### config.mk
export PLATFORM = sky130hd
export DESIGN_NAME = fp16_multiply_grs_round
export DESIGN_NICKNAME = d
export VERILOG_FILES = /design/src/rtl/fp16m_pkg.sv /design/src/rtl/fp16m_core.sv /design/src/rtl/fp16_multiply_grs_round.sv
export VERILOG_INCLUDE_DIRS = /design/src /design/src/rtl
export SDC_FILE = /design/constraint.sdc
export NUM_CORES = 1
export LEC_CHECK = 0
export BUFFER_PORTS_ARGS = -buffer_cell sky130_fd_sc_hd__buf_2
export CAP_MARGIN = 5
export CORE_ASPECT_RATIO = 1.1
export CORE_MARGIN = 2
export CORE_UTILIZATION = 45
export DETAILED_ROUTE_END_ITERATION = 8
export PLACE_DENSITY = 0.73
export RECOVER_POWER = 50
export SETUP_SLACK_MARGIN = 0.15
export SYNTH_ARGS = -nofsm -noshare
export SYNTH_HDL_FRONTEND = slang
export SYNTH_SLANG_ARGS = --single-unit
### constraint.sdc
create_clock -name clk_i -period 9.5 [get_ports clk_i]
set_input_delay 0.95 -clock clk_i [delete_from_list [all_inputs] [get_ports clk_i]]
set_output_delay 0.95 -clock clk_i [all_outputs]
set_load 0.05 [all_outputs]
### src/rtl/assert_macros.svh
// Assertion helper macros shared by the RTL.
`ifndef ASSERT_MACROS_SVH
`define ASSERT_MACROS_SVH
`define ASSERT_CLK(label, prop, msg) \
  label: assert property (@(posedge clk_i) disable iff (!rst_ni) (prop)) else $error(msg);
`define ASSERT_NEXT(label, ante, cons, msg) \
  label: assert property (@(posedge clk_i) disable iff (!rst_ni) (ante) |=> (cons)) \
    else $error(msg);
`endif

### src/rtl/fp16m_pkg.sv
// -----------------------------------------------------------------------------
// fp16m_pkg
// Constants and types for the half-precision multiplier.
// -----------------------------------------------------------------------------
`default_nettype none
package fp16m_pkg;
  localparam int unsigned HalfW = 16;
  localparam int unsigned ExpW = 5;
  localparam int unsigned MantW = 10;
  localparam logic [6:0] Bias = 7'd15;
  localparam logic [ExpW-1:0] ExpMax = 5'h1F;
  localparam logic [MantW-1:0] MantMax = 10'h3FF;
endpackage
`default_nettype wire

### src/rtl/fp16m_core.sv
// -----------------------------------------------------------------------------
// fp16m_core
// Combinational multiply, normalize, round-to-nearest-even, saturation and flush to zero.
// -----------------------------------------------------------------------------
`default_nettype none
module fp16m_core import fp16m_pkg::*; (
  input  wire logic [HalfW-1:0] a_i,
  input  wire logic [HalfW-1:0] b_i,
  output logic      [HalfW-1:0] p_o
);
  logic sign;
  logic [ExpW-1:0] ea, eb;
  logic [21:0] prod;
  logic [13:0] sig;
  logic [11:0] rnd;
  logic [6:0] expo;
  logic top, stk, inc;

  always_comb begin
    sign = a_i[15] ^ b_i[15];
    ea = a_i[14:10];
    eb = b_i[14:10];
    prod = {11'd0, 1'b1, a_i[9:0]} * {11'd0, 1'b1, b_i[9:0]};
    top = prod[21];
    if (top) begin
      stk = |prod[7:0];
      sig = {prod[21:9], prod[8] | stk};
    end else begin
      stk = |prod[6:0];
      sig = {prod[20:8], prod[7] | stk};
    end
    expo = {2'b0, ea} + {2'b0, eb} - Bias + {6'd0, top};
    inc = sig[2] & ((|sig[1:0]) | sig[3]);
    rnd = {1'b0, sig[13:3]} + {11'd0, inc};
    if (ea == '0 || eb == '0) begin
      p_o = {sign, 15'd0};
    end else if (!expo[6] && expo[5]) begin
      p_o = {sign, ExpMax, MantMax};
    end else if (expo[6] || expo == '0) begin
      p_o = {sign, 15'd0};
    end else if (rnd[11]) begin
      if (expo[4:0] == ExpMax) p_o = {sign, ExpMax, MantMax};
      else p_o = {sign, expo[4:0] + 5'd1, rnd[10:1]};
    end else begin
      p_o = {sign, expo[4:0], rnd[9:0]};
    end
  end
endmodule
`default_nettype wire

### src/rtl/fp16_multiply_grs_round.sv
// The operands are registered at the input transfer, then the product is registered.
// Throughput: one operand pair per cycle unless a full pipe waits on out_ready_i.
// Reset clears both stage valid flags; payload registers are not reset.
// -----------------------------------------------------------------------------
// fp16_multiply_grs_round
// Registered half-precision multiplier with round to nearest even.
// -----------------------------------------------------------------------------
`default_nettype none
`include "assert_macros.svh"
module fp16_multiply_grs_round import fp16m_pkg::*; (
  input  wire logic             clk_i,
  input  wire logic             rst_ni,
  input  wire logic             in_valid_i,
  output logic                  in_ready_o,
  input  wire logic [HalfW-1:0] operand_a_i,
  input  wire logic [HalfW-1:0] operand_b_i,
  output logic                  out_valid_o,
  input  wire logic             out_ready_i,
  output logic      [HalfW-1:0] product_o
);
  logic s1_q, s2_q;
  logic [HalfW-1:0] a_q, b_q, p_q, p_d;
  logic adv;

  assign adv = !s2_q || out_ready_i;
  assign in_ready_o = !s1_q || adv;
  assign out_valid_o = s2_q;
  assign product_o = p_q;

  fp16m_core u_core (.a_i(a_q), .b_i(b_q), .p_o(p_d));

  always_ff @(posedge clk_i or negedge rst_ni) begin
    if (!rst_ni) begin
      s1_q <= 1'b0;
      s2_q <= 1'b0;
    end else begin
      if (in_ready_o) s1_q <= in_valid_i;
      if (adv) s2_q <= s1_q;
    end
  end

  always_ff @(posedge clk_i) begin
    if (in_ready_o && in_valid_i) begin
      a_q <= operand_a_i;
      b_q <= operand_b_i;
    end
    if (adv && s1_q) p_q <= p_d;
  end

  `ASSERT_NEXT(a_hold, s2_q && !out_ready_i, s2_q && $stable(p_q), "result lost while stalled")
  `ASSERT_CLK(a_ready, !in_ready_o |-> (s1_q && s2_q), "ready low without full pipe")
  `ASSERT_NEXT(a_move, s1_q && adv, s2_q, "stage one item dropped")
endmodule
`default_nettype wire
**Yosys cells after proc, flatten, opt, wreduce, memory -nomap -nowiden**

Index checks and enable logic that the tools add are counted.

- Bits in registers: 50
- Input bits: 36
- Output and inout port bits: 18
- Word-level logic and storage cells: 39

- Add/sub/neg operators: 5
- Multiply operators: 1
- Equality and inequality tests: 1
- Multiplexer cells: 5
- Bitwise logic cells: 5
- Reduce and logical (&&, ||, !) cells: 16

Operators by type and width:

| kind | number |
|---|---|
| 15-bit 2-to-1 mux | 4 |
| 11-bit by 11-bit multiplier with 22-bit output | 1 |
| 14-bit 2-to-1 mux | 1 |
| 11-bit by 1-bit adder with 12-bit output | 1 |
| 5-bit zero test | 2 |
| 8-bit OR reduction | 1 |
| 7-bit by 1-bit adder with 7-bit output | 1 |
| 7-bit zero test | 1 |
| 7-bit OR reduction | 1 |
| 7-bit by 4-bit subtractor with 7-bit output, second input constant | 1 |
| 5-bit by 5-bit adder with 6-bit output | 1 |
| 5-bit by 1-bit adder with 5-bit output, second input constant | 1 |
| 5-bit == test, second input constant | 1 |
| 1-bit logical OR | 4 |
| 1-bit logical AND | 3 |
| 1-bit zero test | 3 |
| 1-bit bitwise OR | 3 |
| 2-bit OR reduction | 1 |
| 1-bit bitwise AND | 1 |
| 1-bit bitwise XOR | 1 |

**Depth between registers and ports, before layout**

- Word-level depth: 12
- Mapped depth: 34
- Mapped depth without buffers: 31

**Cells and area by module**

A second synthesis with hierarchy kept.

- Cell total of the unflattened synthesis: 763
- Area, all modules: 7,241.9 um^2

By module, submodules not included:

| module | times used | cells an instance | area each (um^2) | seq. area each (um^2) |
|---|---|---|---|---|
| fp16m_core | 1 | 707 | 5,696.7 | 0.0 |
| fp16_multiply_grs_round | 1 | 56 | 1,545.2 | 1,491.4 |

**Worst setup path before layout**

Ideal clock, no wire load.

- Path type: register to register
- Start point: reg b_q[8]
- End point: reg p_q[7] (netlist: product_o[7]) (data pin)
- Setup time: 0.272 ns
- Arrival: 7.145 ns
- Data required time: 9.228 ns
- Slack: 2.083 ns
- Stages on the path, launching flop included: 31
- Path buffers: 2
- Cells stage by stage: edfxtp_1 clkbuf_1 and2_1 fa_1 inv_1 fa_1 inv_1 fa_1 fa_1 inv_1 fa_1 inv_1 ha_1 a21oi_1 o21bai_1 nand2_1 and3_1 nand2_1 nand2_1 inv_1 or2_2 a21oi_1 ha_1 inv_1 a2111oi_0 and4_1 clkbuf_1 nand3_1 o311ai_0 a211o_2 o211ai_1

- Word-level cells in the longest chain between the ends: 11

Ends and longest elaborated chain:

| element | line | source |
|---|---|---|
| from (decl) | fp16_multiply_grs_round.sv:22 | `logic [HalfW-1:0] a_q, b_q, p_q, p_d;` |
| from (signal assigned) | fp16_multiply_grs_round.sv:45 | `b_q <= operand_b_i;` |
| 11-bit by 11-bit multiplier with 22-bit output * | fp16m_core.sv:23 | `prod = {11'd0, 1'b1, a_i[9:0]} * {11'd0, 1'b1, b_i[9:0]};` |
| 1-bit bitwise OR | fp16m_core.sv:27 | `sig = {prod[21:9], prod[8] \| stk};` |
| 14-bit 2-to-1 mux | fp16m_core.sv:25 | `if (top) begin` |
| 2-bit OR reduction | fp16m_core.sv:33 | `inc = sig[2] & ((\|sig[1:0]) \| sig[3]);` |
| 1-bit bitwise OR | fp16m_core.sv:33 |  |
| 1-bit bitwise AND | fp16m_core.sv:33 |  |
| 11-bit by 1-bit adder with 12-bit output | fp16m_core.sv:34 | `rnd = {1'b0, sig[13:3]} + {11'd0, inc};` |
| 15-bit 2-to-1 mux | fp16m_core.sv:42 | `if (expo[4:0] == ExpMax) p_o = {sign, ExpMax, MantMax};` |
| 15-bit 2-to-1 mux | fp16m_core.sv:41 | `end else if (rnd[11]) begin` |
| 15-bit 2-to-1 mux | fp16m_core.sv:39 | `end else if (expo[6] \|\| expo == '0) begin` |
| 15-bit 2-to-1 mux * | fp16m_core.sv:37 | `end else if (!expo[6] && expo[5]) begin` |
| to (signal assigned) | fp16_multiply_grs_round.sv:47 | `if (adv && s1_q) p_q <= p_d;` |
| to (decl) | fp16_multiply_grs_round.sv:22 |  |

Mark *: on every way between the ends. The rest lies on a longest branch, timed or not.
A chain may end at the register's enable or synchronous reset.

**Worst setup path after layout**

- Start point: reg b_q[9]
- End point: reg p_q[7] (netlist: product_o[7]) (data pin)

- Word-level cells in the longest chain between the ends: 10

Ends and longest elaborated chain:

| element | line |
|---|---|
| 11-bit by 11-bit multiplier with 22-bit output * | fp16m_core.sv:23 |
| 14-bit 2-to-1 mux | fp16m_core.sv:25 |
| 2-bit OR reduction | fp16m_core.sv:33 |
| 1-bit bitwise OR | fp16m_core.sv:33 |
| 1-bit bitwise AND | fp16m_core.sv:33 |
| 11-bit by 1-bit adder with 12-bit output | fp16m_core.sv:34 |
| 15-bit 2-to-1 mux | fp16m_core.sv:42 |
| 15-bit 2-to-1 mux | fp16m_core.sv:41 |
| 15-bit 2-to-1 mux | fp16m_core.sv:39 |
| 15-bit 2-to-1 mux * | fp16m_core.sv:37 |

Marked as above.

==> summary.md <==
| Metric | Value |
|---|---|
| Chip width | `123 um` |
| Vias per Instance | `5.38` |
| Max Clock Freq | `116 MHz` |
| Max-cap viol count | `1` |
| Worst-path clk slew | `0.08 ns` |
| Post-synth top flop | `edfxtp_1` |
| Final period util | `90.5%` |
| H-tree depth | `2` |
| Average routed wire per standard cell | `15.6 um` |
| Final hold vios | `0` |
| Number of flops mapped to enable cells by yosys | `48` |
| Final setup fails | `0` |
| Largest cells by area after synthesis | `fa_1 23%, edfxtp_1 21%, ha_1 13%, inv_1 7.0%, nand2_1 4.6%` |
| R2r setup slk | `0.90 ns` |
| Share of the synthesized area in the top cell type | `23.3%` |
| Crit Path Max Fanout | `15` |
| Synth unique cells | `80` |
| Asr flop ratio synth | `4.00%` |
| Post-Syn Instances | `741` |
| CP max-delay cell | `a2111oi_0` |
| Most frequent cells in the layout | `130 x inv_1, 86 x nand2_1, 81 x fa_1` |
| CP Launch Type | `register` |
| RSZ-0062 raised after global routing | `no` |
| First-pass GRT wire length | `25700 um` |
| Vias in the first global route | `5320` |
| Total placed cells including tap cells | `963` |
| DP HPWL | `12400 um` |
| Clk buf depth | `2` |
| Largest net degree at the start of global routing | `33` |
| Num ports | `54` |
| Drt first pass iters | `4` |
| CTS tree | `done` |
| Die height | `134 um` |
| Root cell of the clock tree | `clkbuf_16` |
| CP required | `9.55 ns` |
| Area leader, netlist | `fa_1` |
| Layout Cells excl Fill | `971` |
| Final min period | `8.60 ns` |
| Yosys Warn Count | `0` |
| Seq/Total Area, Yosys | `21.4%` |
| Worst slew pin tran | `2.04 ns` |
| Syn nets | `928` |
| Core Region | `15100 um2` |
| Cell row count | `47` |
| Netlist Area Pre-Place | `6960 um2` |
| Worst-Skew Late Latency | `0.30 ns` |
| 1st-iter DRT viols | `274` |
| CTS Buf Count | `5` |
| Crit path DAT | `8.64 ns` |
| Crit. End Element | `register` |
| Critical path type | `reg2reg` |
| Port Buffers | `53` |
| Share of layout cells above drive strength 1 | `10.6%` |
| GRT overflow | `0` |
| R2R cell count | `29` |
| Setup tns final | `0 ns` |
| Skew final | `0.00696 ns` |
| CP most frequent cell | `inv_1` |
| Post-CTS Repair Setup Buffers | `0` |
| Antenna cells | `0` |
| Post-DRT Antenna Nets | `0` |
| GRT Total Usage | `19.8%` |
| DRC Markers | `0` |
| Failing checks | `max-capacitance violations, max-slew violations` |
| Area grow syn2layout | `7.88%` |
| Synthesized area per cell | `9.39 um2` |
| Die area | `16500 um2` |
| Vias | `5223` |
| Fin nets | `961` |
| Post-synthesis register bit count | `50` |
| Worst slew margin | `-35.7%` |
| Final Max Slew Viols | `33` |
| Gp weighted congestion | `0.939` |
| Tightest Hold Check Type | `in2async` |
| CP max stage delay | `0.75 ns` |
| WL final | `15200 um` |
| Run status | `finished, violations left` |
| Commonest non-fill, non-tap cell in the layout | `inv_1` |
| # clock sinks | `50` |
| Post-CTS sizing | `0` |
| Hold-fix buffers, CTS | `0` |
| Initial antenna violation count | `0` |
| Starting Density | `46.0%` |
-- registers in the layout, summed over array words and instances (netlist names) --
name	flops
out_valid_o	1
s1_q	1
b_q	16
a_q	16
product_o	16
-- cells by family after synthesis --
family	after synthesis	share of synthesized area, %
flip-flops	50	21.4
AND/OR/NAND/NOR	235	17.8
adder cells (fa/ha/maj)	151	35.9
buffers and inverters	159	8.79
multiplexers	2	0.324
AO/OA/AOI/OAI	118	12.5
XOR/XNOR	26	3.27
-- layer usage --
metal / share of wire [%] / track usage, % / routed length (um)
met5: 0 / 0 / 0
met4: 3.1 / 6.96 / 478
met3: 3.5 / 2.76 / 537
met2: 50 / 34.3 / 7520
met1: 44 / 25.3 / 6640
-- final timing paths --
check                            startpoint                         end
max                        b_q[9]$_DFFE_PP_  product_o[7]$_SDFFCE_PP0P_
min                                  rst_ni            s1_q$_DFFE_PN0N_
max reg2reg                b_q[9]$_DFFE_PP_  product_o[7]$_SDFFCE_PP0P_
min reg2reg                s1_q$_DFFE_PN0N_     out_valid_o$_DFFE_PN0P_
max in group asynchronous            rst_ni     out_valid_o$_DFFE_PN0P_
min in group clk_i         s1_q$_DFFE_PN0N_     out_valid_o$_DFFE_PN0P_
-- area by class of cell --
class                      instances  area (um2)
tap                              196         245
clock buffer                       5         125
fill                            1366        7610
timing repair buffer              55         273
multi-input combinational        532        4850
clock inverter                     3        28.8
sequential                        50        1490
inverter                         130         488
-- stage by stage --
step | hold WS [ns] | cell area [um2] | utilization, % | worst slack (ns)
final | 0.429 | 7510 | 49.7 | 0.904
after global placement | 0.481 | 7360 | 48.7 | 1.22
after floorplan | 0.449 | 6960 | - | 2.08
after CTS | 0.413 | 7510 | 49.7 | 0.998
after detailed placement | 0.494 | 7360 | 48.7 | 1.07
after global routing | 0.426 | 7510 | 49.7 | 0.305
-- worst max-delay path, delay by kind of cell (launching register included) --
family / cells / cell delay, ns
AO/OA/AOI/OAI: 7 / 2.00
buffers and inverters: 7 / 0.76
flip-flops: 1 / 0.56
adder cells (fa/ha/maj): 7 / 3.22
AND/OR/NAND/NOR: 8 / 1.76
-- cells in the mapped netlist (all sizes together), types with 4 or more instances --
cell type	number
a211oi	8
a21boi	4
a21o	6
a21oi	26
a31oi	5
a41oi	4
and2	46
and3	5
and4	5
clkbuf	26
edfxtp	48
fa	81
ha	70
inv	130
nand2	87
nand2b	6
nand3	9
nand4	6
nor2	31
nor2b	8
nor3	7
o211ai	7
o21ai	18
o21bai	4
o31ai	7
or4	5
xnor2	19
xor2	7
Power is not shown: default switching activity piles up to over one toggle a cycle in this logic, so the estimate is an artifact.
